--- config.mk ---
export PLATFORM = sky130hd
export DESIGN_NAME = task_dispatch_queue_top
export DESIGN_NICKNAME = d
export VERILOG_FILES = /design/src/rtl/core/tdq_pkg.sv /design/src/rtl/core/tdq_dpath.sv /design/src/rtl/core/tdq_ctrl.sv /design/src/rtl/core/task_dispatch_queue_top.sv
export SDC_FILE = /design/constraint.sdc
export NUM_CORES = 2
export LEC_CHECK = 0
export BUFFER_PORTS_ARGS = -buffer_cell sky130_fd_sc_hd__buf_2
export CORE_MARGIN = 4
export CORE_UTILIZATION = 57
export DETAILED_ROUTE_END_ITERATION = 6
export HOLD_SLACK_MARGIN = 0.1
export PLACE_DENSITY = 0.76
export SLEW_MARGIN = 30
export SYNTH_ARGS = -nofsm -noshare
export SYNTH_HDL_FRONTEND = slang
export SYNTH_SLANG_ARGS = --single-unit
--- constraint.sdc ---
create_clock -name clk -period 5.2 [get_ports clk]
set_input_delay 0.52 -clock clk [delete_from_list [all_inputs] [get_ports clk]]
set_output_delay 0.52 -clock clk [all_outputs]
set_load 0.02 [all_outputs]
--- src/rtl/core/tdq_pkg.sv ---
// Shared types, codes and constants of the task dispatch queue.
// Used by tdq_ctrl, tdq_dpath and task_dispatch_queue_top; depends on nothing.
package tdq_pkg;

	localparam int QueueDepthDefault = 64;
	localparam int PoolCountDefault  = 4;

	localparam int HandleW = 16;
	localparam int PoolW   = 2;
	localparam int CfgW    = 24;
	localparam int LimitW  = 6;
	localparam int PendW   = 8;
	localparam int RunW    = 7;
	localparam int DoneW   = 32;
	localparam int RemW    = 7;

	localparam logic [RunW-1:0]  RunMax  = 7'd127;
	localparam logic [PendW-1:0] PendMax = 8'd255;

	// Command codes.
	localparam logic [2:0] CMD_PUSH     = 3'd0;
	localparam logic [2:0] CMD_WPOP     = 3'd1;
	localparam logic [2:0] CMD_PPOP     = 3'd2;
	localparam logic [2:0] CMD_COMPLETE = 3'd3;
	localparam logic [2:0] CMD_CLEAR    = 3'd4;

	// Status codes.
	localparam logic [1:0] ST_OK    = 2'd0;
	localparam logic [1:0] ST_NONE  = 2'd1;
	localparam logic [1:0] ST_FULL  = 2'd2;
	localparam logic [1:0] ST_COUNT = 2'd3;

	// Configuration register indexes.
	localparam logic [1:0] CFG_POOL_LIMITS = 2'd0;
	localparam logic [1:0] CFG_BG_POOLS    = 2'd1;
	localparam logic [1:0] CFG_BG_ONLY     = 2'd2;

	typedef struct packed {
		logic [2:0]         cmd;
		logic [PoolW-1:0]   pool_id;
		logic               high_priority;
		logic [HandleW-1:0] task_handle;
	} in_item_t;

	typedef struct packed {
		logic [1:0]         status;
		logic [HandleW-1:0] popped_handle;
		logic [PoolW-1:0]   popped_pool;
		logic               pool_idle;
		logic [RemW-1:0]    removed_count;
		logic [DoneW-1:0]   pool_done;
	} out_item_t;

	typedef struct packed {
		logic [PoolW-1:0]   pool;
		logic [HandleW-1:0] handle;
	} entry_t;

	// Commands from the controller to the datapath.
	typedef struct packed {
		logic       accept;
		logic       push_tail;
		logic       set_top;
		logic       shift_up;
		logic       head_wr;
		logic       scan_start;
		logic       scan_next;
		logic       take;
		logic       clr_start;
		logic       cmp_step;
		logic       cmp_end;
		logic       complete;
		logic       load_res;
		logic [1:0] res_status;
	} dp_cmd_t;

	// Status from the datapath to the controller.
	typedef struct packed {
		logic [2:0] cmd;
		logic       pid_ok;
		logic       high_priority;
		logic       full;
		logic       len_zero;
		logic       rp_zero;
		logic       rp_end;
		logic       elig;
		logic       pool_room;
		logic       pend_zero;
		logic       out_busy;
	} dp_sts_t;

endpackage

--- src/rtl/core/tdq_dpath.sv ---
// Datapath of the task dispatch queue: entry memory, pointers, pool counters,
// configuration registers and the result register. Depends on tdq_pkg.
module tdq_dpath import tdq_pkg::*; #(
	parameter int QUEUE_DEPTH = QueueDepthDefault,
	parameter int POOL_COUNT  = PoolCountDefault
) (
	input  logic                clk,
	input  logic                arst_n,
	input  in_item_t            in_item,
	output out_item_t           out_item,
	output logic                out_valid,
	input  logic                out_ready,
	input  logic                cfg_we,
	input  logic [1:0]          cfg_index,
	input  logic [CfgW-1:0]     cfg_data,
	input  dp_cmd_t             cmd,
	output dp_sts_t             sts
);
	localparam int AW = (QUEUE_DEPTH > 1) ? $clog2(QUEUE_DEPTH) : 1;
	localparam int LW = $clog2(QUEUE_DEPTH + 1);

	function automatic logic has_room(logic [RunW-1:0] run, logic [LimitW-1:0] lim);
		logic r;
		r = (run < RunMax) && ((lim == '0) || ({1'b0, run} < {2'b00, lim}));
		return r;
	endfunction

	logic [CfgW-1:0]    limits_q;
	logic [3:0]         bg_pools_q;
	logic               bg_only_q;

	in_item_t           item_q;
	entry_t             mem [QUEUE_DEPTH];
	entry_t             rdata_q;
	logic [LW-1:0]      len_q, rp_q, wp_q;
	logic [PendW-1:0]   pend_q [POOL_COUNT];
	logic [RunW-1:0]    run_q  [POOL_COUNT];
	logic [DoneW-1:0]   done_q [POOL_COUNT];
	logic [HandleW-1:0] found_handle_q;
	logic [PoolW-1:0]   found_pool_q;
	logic               idle_q;
	logic [RemW-1:0]    rem_q;
	logic               out_valid_q;
	out_item_t          out_q;

	logic               mem_we;
	logic [AW-1:0]      mem_wa;
	entry_t             mem_wd;
	logic               pid_ok, ent_ok, is_clear, keep, settle;
	logic [LW-1:0]      dn, rp_inc;
	logic [15:0]        pend_x, run_x, dn_x;
	logic [PendW-1:0]   pend_new;
	logic [RunW-1:0]    run_new;

	assign pid_ok   = {1'b0, item_q.pool_id} < 3'(POOL_COUNT);
	assign ent_ok   = {1'b0, rdata_q.pool} < 3'(POOL_COUNT);
	assign is_clear = item_q.cmd == CMD_CLEAR;
	assign keep     = !is_clear || (rdata_q.pool != item_q.pool_id);
	assign rp_inc   = rp_q + LW'(1);

	always_ff @(posedge clk or negedge arst_n) begin
		if (!arst_n) begin
			limits_q   <= '0;
			bg_pools_q <= '0;
			bg_only_q  <= 1'b0;
		end else if (cfg_we) begin
			unique case (cfg_index)
				CFG_POOL_LIMITS: limits_q   <= cfg_data;
				CFG_BG_POOLS:    bg_pools_q <= cfg_data[3:0];
				CFG_BG_ONLY:     bg_only_q  <= cfg_data[0];
				default:         ;
			endcase
		end
	end

	// Memory write port.
	always_comb begin
		mem_we = 1'b0;
		mem_wa = '0;
		mem_wd = rdata_q;
		if (cmd.push_tail) begin
			mem_we = 1'b1;
			mem_wa = len_q[AW-1:0];
			mem_wd = '{pool: item_q.pool_id, handle: item_q.task_handle};
		end else if (cmd.head_wr) begin
			mem_we = 1'b1;
			mem_wd = '{pool: item_q.pool_id, handle: item_q.task_handle};
		end else if (cmd.shift_up) begin
			mem_we = 1'b1;
			mem_wa = rp_inc[AW-1:0];
		end else if (cmd.cmp_step && keep) begin
			mem_we = 1'b1;
			mem_wa = wp_q[AW-1:0];
		end
	end

	always_ff @(posedge clk) begin
		if (mem_we) begin
			mem[mem_wa] <= mem_wd;
		end
		rdata_q <= mem[rp_q[AW-1:0]];
	end

	always_ff @(posedge clk) begin
		if (cmd.accept) begin
			item_q <= in_item;
		end
	end

	// Settling a clear or a complete: lower pending and running, raise done.
	assign settle   = cmd.complete || (cmd.cmp_end && is_clear);
	assign dn       = cmd.complete ? LW'(1) : (len_q - wp_q);
	assign dn_x     = 16'(dn);
	assign pend_x   = 16'(pend_q[item_q.pool_id]);
	assign run_x    = 16'(run_q[item_q.pool_id]);
	assign pend_new = (pend_x > dn_x) ? PendW'(pend_x - dn_x) : '0;
	assign run_new  = (run_x > dn_x) ? RunW'(run_x - dn_x) : '0;

	always_ff @(posedge clk or negedge arst_n) begin
		if (!arst_n) begin
			len_q <= '0;
			rp_q  <= '0;
			wp_q  <= '0;
			for (int k = 0; k < POOL_COUNT; k++) begin
				pend_q[k] <= '0;
				run_q[k]  <= '0;
				done_q[k] <= '0;
			end
			found_handle_q <= '0;
			found_pool_q   <= '0;
			idle_q         <= 1'b0;
			rem_q          <= '0;
		end else begin
			if (cmd.accept) begin
				found_handle_q <= '0;
				found_pool_q   <= '0;
				idle_q         <= 1'b0;
				rem_q          <= '0;
			end
			if (cmd.push_tail || cmd.head_wr) begin
				len_q <= len_q + LW'(1);
				if (pend_q[item_q.pool_id] != PendMax) begin
					pend_q[item_q.pool_id] <= pend_q[item_q.pool_id] + PendW'(1);
				end
			end
			if (cmd.set_top) begin
				rp_q <= len_q - LW'(1);
			end
			if (cmd.shift_up) begin
				rp_q <= rp_q - LW'(1);
			end
			if (cmd.scan_start) begin
				rp_q <= '0;
			end
			if (cmd.scan_next) begin
				rp_q <= rp_inc;
			end
			if (cmd.take) begin
				found_handle_q     <= rdata_q.handle;
				found_pool_q       <= rdata_q.pool;
				run_q[rdata_q.pool] <= run_q[rdata_q.pool] + RunW'(1);
				wp_q <= rp_q;
				rp_q <= rp_inc;
			end
			if (cmd.clr_start) begin
				rp_q <= '0;
				wp_q <= '0;
			end
			if (cmd.cmp_step) begin
				rp_q <= rp_inc;
				if (keep) begin
					wp_q <= wp_q + LW'(1);
				end
			end
			if (cmd.cmp_end) begin
				len_q <= wp_q;
			end
			if (settle) begin
				pend_q[item_q.pool_id] <= pend_new;
				run_q[item_q.pool_id]  <= run_new;
				done_q[item_q.pool_id] <= done_q[item_q.pool_id] + DoneW'(dn);
				idle_q                 <= pend_new == '0;
				if (cmd.cmp_end) begin
					rem_q <= (dn > LW'(127)) ? RemW'(127) : RemW'(dn);
				end
			end
		end
	end

	always_ff @(posedge clk or negedge arst_n) begin
		if (!arst_n) begin
			out_valid_q <= 1'b0;
		end else if (cmd.load_res) begin
			out_valid_q <= 1'b1;
		end else if (out_ready) begin
			out_valid_q <= 1'b0;
		end
	end

	always_ff @(posedge clk) begin
		if (cmd.load_res) begin
			out_q.status        <= cmd.res_status;
			out_q.popped_handle <= found_handle_q;
			out_q.popped_pool   <= found_pool_q;
			out_q.pool_idle     <= idle_q;
			out_q.removed_count <= rem_q;
			out_q.pool_done     <= pid_ok ? done_q[item_q.pool_id] : '0;
		end
	end

	assign out_valid = out_valid_q;
	assign out_item  = out_q;

	always_comb begin
		sts.cmd           = item_q.cmd;
		sts.pid_ok        = pid_ok;
		sts.high_priority = item_q.high_priority;
		sts.full          = len_q == LW'(QUEUE_DEPTH);
		sts.len_zero      = len_q == '0;
		sts.rp_zero       = rp_q == '0;
		sts.rp_end        = rp_q == len_q;
		sts.pool_room     = pid_ok && has_room(run_q[item_q.pool_id],
			limits_q[LimitW*item_q.pool_id +: LimitW]);
		if (item_q.cmd == CMD_PPOP) begin
			sts.elig = ent_ok && (rdata_q.pool == item_q.pool_id);
		end else begin
			sts.elig = ent_ok && (!bg_only_q || bg_pools_q[rdata_q.pool]) &&
				has_room(run_q[rdata_q.pool], limits_q[LimitW*rdata_q.pool +: LimitW]);
		end
		sts.pend_zero     = pend_q[item_q.pool_id] == '0;
		sts.out_busy      = out_valid_q && !out_ready;
	end

`ifndef SYNTH
	a_len_bound: assert property (@(posedge clk) disable iff (!arst_n)
		len_q <= LW'(QUEUE_DEPTH))
		else $error("queue length beyond depth");
	a_load_free: assert property (@(posedge clk) disable iff (!arst_n)
		cmd.load_res |-> !(out_valid_q && !out_ready))
		else $error("result loaded over a waiting item");
	a_push_len: assert property (@(posedge clk) disable iff (!arst_n)
		cmd.push_tail |=> len_q == $past(len_q) + LW'(1))
		else $error("tail push did not grow the queue");
`endif

endmodule

--- src/rtl/core/tdq_ctrl.sv ---
// Controller of the task dispatch queue: sequences pushes, scans, compaction
// sweeps and result hand-off. Depends on tdq_pkg.
module tdq_ctrl import tdq_pkg::*; (
	input  logic    clk,
	input  logic    arst_n,
	input  logic    in_valid,
	output logic    in_ready,
	input  dp_sts_t sts,
	output dp_cmd_t cmd
);
	localparam logic [3:0] S_IDLE     = 4'd0;
	localparam logic [3:0] S_DISPATCH = 4'd1;
	localparam logic [3:0] S_SU_RD    = 4'd2;
	localparam logic [3:0] S_SU_WR    = 4'd3;
	localparam logic [3:0] S_HEAD_WR  = 4'd4;
	localparam logic [3:0] S_SCAN_RD  = 4'd5;
	localparam logic [3:0] S_SCAN_EV  = 4'd6;
	localparam logic [3:0] S_CMP_RD   = 4'd7;
	localparam logic [3:0] S_CMP_WR   = 4'd8;
	localparam logic [3:0] S_FINISH   = 4'd9;

	logic [3:0] state_q, state_d;
	logic [1:0] res_q, res_d;

	assign in_ready = state_q == S_IDLE;

	always_comb begin
		state_d        = state_q;
		res_d          = res_q;
		cmd            = '0;
		cmd.res_status = res_q;
		unique case (state_q)
			S_IDLE: begin
				if (in_valid) begin
					cmd.accept = 1'b1;
					state_d    = S_DISPATCH;
				end
			end
			S_DISPATCH: begin
				state_d = S_FINISH;
				res_d   = ST_OK;
				if (sts.cmd > CMD_CLEAR) begin
					res_d = ST_NONE;
				end else if (!sts.pid_ok) begin
					res_d = ST_COUNT;
				end else begin
					unique case (sts.cmd)
						CMD_PUSH: begin
							if (sts.full) begin
								res_d = ST_FULL;
							end else if (!sts.high_priority) begin
								cmd.push_tail = 1'b1;
							end else if (sts.len_zero) begin
								state_d = S_HEAD_WR;
							end else begin
								cmd.set_top = 1'b1;
								state_d     = S_SU_RD;
							end
						end
						CMD_WPOP, CMD_PPOP: begin
							if (sts.cmd == CMD_PPOP && !sts.pool_room) begin
								res_d = ST_NONE;
							end else begin
								cmd.scan_start = 1'b1;
								state_d        = S_SCAN_RD;
							end
						end
						CMD_COMPLETE: begin
							if (sts.pend_zero) begin
								res_d = ST_COUNT;
							end else begin
								cmd.complete = 1'b1;
							end
						end
						default: begin
							cmd.clr_start = 1'b1;
							state_d       = S_CMP_RD;
						end
					endcase
				end
			end
			S_SU_RD: state_d = S_SU_WR;
			S_SU_WR: begin
				cmd.shift_up = 1'b1;
				state_d      = sts.rp_zero ? S_HEAD_WR : S_SU_RD;
			end
			S_HEAD_WR: begin
				cmd.head_wr = 1'b1;
				res_d       = ST_OK;
				state_d     = S_FINISH;
			end
			S_SCAN_RD: begin
				if (sts.rp_end) begin
					res_d   = ST_NONE;
					state_d = S_FINISH;
				end else begin
					state_d = S_SCAN_EV;
				end
			end
			S_SCAN_EV: begin
				if (sts.elig) begin
					cmd.take = 1'b1;
					res_d    = ST_OK;
					state_d  = S_CMP_RD;
				end else begin
					cmd.scan_next = 1'b1;
					state_d       = S_SCAN_RD;
				end
			end
			S_CMP_RD: begin
				if (sts.rp_end) begin
					cmd.cmp_end = 1'b1;
					state_d     = S_FINISH;
				end else begin
					state_d = S_CMP_WR;
				end
			end
			S_CMP_WR: begin
				cmd.cmp_step = 1'b1;
				state_d      = S_CMP_RD;
			end
			S_FINISH: begin
				if (!sts.out_busy) begin
					cmd.load_res = 1'b1;
					state_d      = S_IDLE;
				end
			end
			default: state_d = S_IDLE;
		endcase
	end

	always_ff @(posedge clk or negedge arst_n) begin
		if (!arst_n) begin
			state_q <= S_IDLE;
			res_q   <= ST_OK;
		end else begin
			state_q <= state_d;
			res_q   <= res_d;
		end
	end

endmodule

--- src/rtl/core/task_dispatch_queue_top.sv ---
// Top level of the task dispatch queue: controller and datapath.
// Depends on tdq_pkg, tdq_ctrl and tdq_dpath.
//
//   channel  handshake             payload
//   input    in_valid / in_ready   in_item  (in_item_t)
//   output   out_valid / out_ready out_item (out_item_t)
//   config   cfg_we                cfg_index, cfg_data
//
// One item at a time. A tail push, a complete or a refused command goes from
// dispatch straight to the finish state, which loads the result register; a
// high-priority push, a pop and a clear step through the queued entries one by
// one, set by the single read and write port of the entry memory.
// The queue memory needs no clearing pass after reset.
// A result waiting on out_ready does not stop the next item being accepted and
// worked on, but that item holds its result, with in_ready low, until the
// output register frees.
module task_dispatch_queue_top import tdq_pkg::*; #(
	parameter int QUEUE_DEPTH = QueueDepthDefault,
	parameter int POOL_COUNT  = PoolCountDefault
) (
	input  logic            clk,
	input  logic            arst_n,
	input  logic            in_valid,
	output logic            in_ready,
	input  in_item_t        in_item,
	output logic            out_valid,
	input  logic            out_ready,
	output out_item_t       out_item,
	input  logic            cfg_we,
	input  logic [1:0]      cfg_index,
	input  logic [CfgW-1:0] cfg_data
);
	dp_cmd_t cmd;
	dp_sts_t sts;

	tdq_ctrl u_ctrl (
		.clk      (clk),
		.arst_n   (arst_n),
		.in_valid (in_valid),
		.in_ready (in_ready),
		.sts      (sts),
		.cmd      (cmd)
	);

	tdq_dpath #(
		.QUEUE_DEPTH (QUEUE_DEPTH),
		.POOL_COUNT  (POOL_COUNT)
	) u_dpath (
		.clk       (clk),
		.arst_n    (arst_n),
		.in_item   (in_item),
		.out_item  (out_item),
		.out_valid (out_valid),
		.out_ready (out_ready),
		.cfg_we    (cfg_we),
		.cfg_index (cfg_index),
		.cfg_data  (cfg_data),
		.cmd       (cmd),
		.sts       (sts)
	);

endmodule
==> impl_metrics.yaml <==
place:
  place.gp.congestion: 0.894
  pre_cts_slack_ns: 0.322
  postPlaceCellArea_um2: 65600
  dpl.hpwl_um: 88600
  portBuffers: 114
  place_inst: 4900
global_route:
  gr-total-overflow: 0
  grt_util_all_layers_pct: 27.5
  grt_pass1_vias: 34700
  grt_pass1_wl_um: 233000
  grt_max_degree: 148
  antenna_found_initial: 4
synth:
  synth_cells: 3424
  synth_compound_area_share_pct: 3.71
  synth_async_sr_flop_share_pct: 17.8
  muxShareOfSynthArea_pct: 17.6
  synth_ff_type: "edfxtp_1"
  synth_nets: 3527
  yosys.area_share.simple_pct: 4.37
  synth_area_leaders: "edfxtp_1 (59%), mux4_2 (16%), dfrtp_1 (11%), nand2_1 (1.7%), o21ai_0 (1.6%)"
  synth-seq-cells: 1523
  synth_area_um2: 62700
  synth_xor_area_share_pct: 1.05
  avgSynthCellArea_um2: 18.3
  ys_types: 74
  synth_top_family_by_area: "multiplexers"
  yosysTopAreaCellShare_pct: 59.1
  synth-edff-count: 1234
  synthAdderAreaFrac_pct: 1.05
  synth.largest_area_cell: "edfxtp_1"
  yosys_warnings: 0
  seq_area_frac_synth_pct: 70.5
routing:
  num_vias: 34300
  ant_nets: 0
  wirelength_um: 156000
  drc: 0
  drt-vias-per-instance: 6.56
  drtPass1Iterations: 6
  drt_iter0_drc: 4533
  wire_per_inst_um: 29.9
timing:
  hold_ws_ns: 0.155
  hold_viol: 0
  setup_viol: 0
  rsz0062_at_grt: "false"
  layout_min_cycle_time_ns: 4.86
  slew_headroom_pct: 32.9
  final.setup_skew_ns: 0.0425
  setup_tns_ns: 0
  post-route-period-util_pct: 93.4
  fmax_mhz: 206
  setup_ws_ns: 0.343
  maxSlewViolCount: 0
  worstMarginPinSlew_ns: 1.01
cells_and_area:
  area_growth_pct: 13.5
  instances_no_fill: 5227
  final_cell_mix: "edfxtp_1 (1,234), mux4_2 (445), nand2_1 (276)"
  final_util_pct: 65.2
  stdcell_area_um2: 71100
  nets: 3791
  final_common_cell: "edfxtp_1"
  layout-drive-gt1-share_pct: 28.1
floorplan:
  die_area_um2: 115000
  row_count: 121
  core_region_area_um2: 109000
  die_w_um: 340
  io_pins: 115
  die_h_um: 340
  initial_core_util_pct: 57.5
clock_tree:
  clkLatencyLatePin_ns: 0.78
  cts_root_buf: "clkbuf_16"
  cts_buffers: 152
  clock_path_buffers: 3
  cts_tree: "built"
  clk_pin_slew_ns: 0.07
  htree_num_levels: 4
  clock_sinks: 1523
min_path:
  hold_class: "input port to flop"
  min_from: "cfg_we"
  whs_endpoint: "u_dpath.bg_only_q"
  hold_depth: 3
pwr:
  peakVddDrop_uv: 527
  sequentialPowerShare_pct: 40.2
  power.total_mw: 41.2
  p_int_mw: 27.4
  p_sw_share_pct: 33.4
  p_sw_mw: 13.8
  pwr-share-comb_pct: 33.1
  p_leak_nw: 24.2
  pwr-share-clk_pct: 26.6
  power_density_nw_per_um2: 580
flow_run:
  cap_violations: 0
setup_path:
  max_stage_delay_ns: 0.60
  crit_chain: "buf_4, mux4_2, or4b_4, o2111ai_4, nand2_1, ha_1, fa_1, a21o_1, a21oi_1, o21bai_1, a31oi_2, nor3_1, xnor2_1, o21ai_0"
  regToRegSetupSlack_ns: 0.34
  critPathSlowestCell: "or4b_4"
  critical_path.max_fanout: 10
  worst_setup_path_end_kind: "flop"
  cp-start-kind: "flop"
  r2r_start: "u_dpath.item_q[17]"
  r2r-end: "u_dpath.done_q[124]"
  reg2regPathDepth: 14
  arrival_ns: 5.46
  crit_buf_inv: 1
  cp_top_family: "compound AO/OA/AOI/OAI gates"
  cp.required_ns: 5.80
  path_class: "flop to flop"
run_status:
  outcome: "finished, final reports clean"
worst register-to-register path: stages, from the launching register on:
cell,delay (ns)
edfxtp_1,0.51
buf_4,0.24
mux4_2,0.58
or4b_4,0.60
o2111ai_4,0.32
nand2_1,0.19
ha_1,0.25
fa_1,0.43
a21o_1,0.18
a21oi_1,0.23
o21bai_1,0.17
a31oi_2,0.34
nor3_1,0.13
xnor2_1,0.34
o21ai_0,0.16
how the worst max path moves through the flow:
stage                  startpoint  slack (ns)  cells past startpoint                   to
2_1_floorplan  u_dpath.item_q[18]        0.32                     20   u_dpath.done_q[60]
6_report       u_dpath.item_q[17]        0.34                     14  u_dpath.done_q[124]
3_5_place_dp   u_dpath.item_q[17]        0.32                     14  u_dpath.done_q[124]
4_1_cts        u_dpath.item_q[17]        0.22                     14  u_dpath.done_q[124]
5_1_grt        u_dpath.item_q[17]        0.05                     14  u_dpath.done_q[124]
3_3_place_gp   u_dpath.item_q[17]        0.40                     14  u_dpath.done_q[124]
metal layers:
layer / up-vias / track usage (%) / share of wire, %
met5: - / 0 / 0.027
met4: 6 / 10.1 / 4.0
met3: 355 / 6.37 / 10
met2: 2029 / 44.0 / 49
met1: 17700 / 37.6 / 37
li1: 14200 / - / -
cells in the mapped netlist (27+ instances only):
master and n:
xnor2_1 43, ha_1 46, o21ai_0 195, buf_2 32
nand2_1 276, inv_1 60, dfrtp_1 271, mux2i_1 31
buf_1 30, clkbuf_1 116, xor2_1 32, nand2b_1 28
mux2_2 62, o211ai_1 27, nor2_1 146, edfxtp_1 1234
mux4_2 445, a21oi_1 51, nand3_1 53
power groups by stage:
stage	registers, mW	clock network (mW)	logic [mW]
after floorplan	16.4	0	9.02
after global placement	16.7	0	13.2
after detailed placement	16.8	0	13.4
after CTS	16.5	11.1	13.6
after global routing	16.6	11.7	14.6
final	16.6	11.0	13.6
state kept, by name, summed over array words and instances, names as in the netlist, 2 cells and up:
name and flops:
u_ctrl.res_q 2, u_ctrl.state_q 4, u_dpath.bg_pools_q 4, u_dpath.done_q 128, u_dpath.found_handle_q 16, u_dpath.found_pool_q 2, u_dpath.item_q 18, u_dpath.len_q 7
u_dpath.limits_q 24, u_dpath.mem 1152, u_dpath.out_item 60, u_dpath.pend_q 32, u_dpath.rdata_q 18, u_dpath.rem_q 7, u_dpath.rp_q 7, u_dpath.run_q 28
u_dpath.sts 4, u_dpath.wp_q 7
repair_timing:
action | in CTS | in global routing
gates resized for setup | 0 | 1
buffers inserted | 0 | 0
hold buffers | 48 | 0
setup endpoints to repair | 0 | 6
endpoints found under the hold margin | 123 | 0
cells by family after synthesis:
group                      after synthesis
AOI/OAI and AO/OA                      377
and+or+nand+nor                        609
xor gates and xnor gates                75
DFF                                   1523
buffers and inverters                  250
adders and majority gates               50
muxes                                  540
area by class of cell:
type                       instances  area [um^2]
clock inverter                    92         1050
timing repair buffer             299         2220
multi-input combinational       1651        17700
tap                             1414         1770
antenna                            3         7.51
inverter                          61          231
sequential                      1523        44200
fill                            6999        37900
clock buffer                     184         3980
Note: power is estimated with default switching activity, not from simulation.
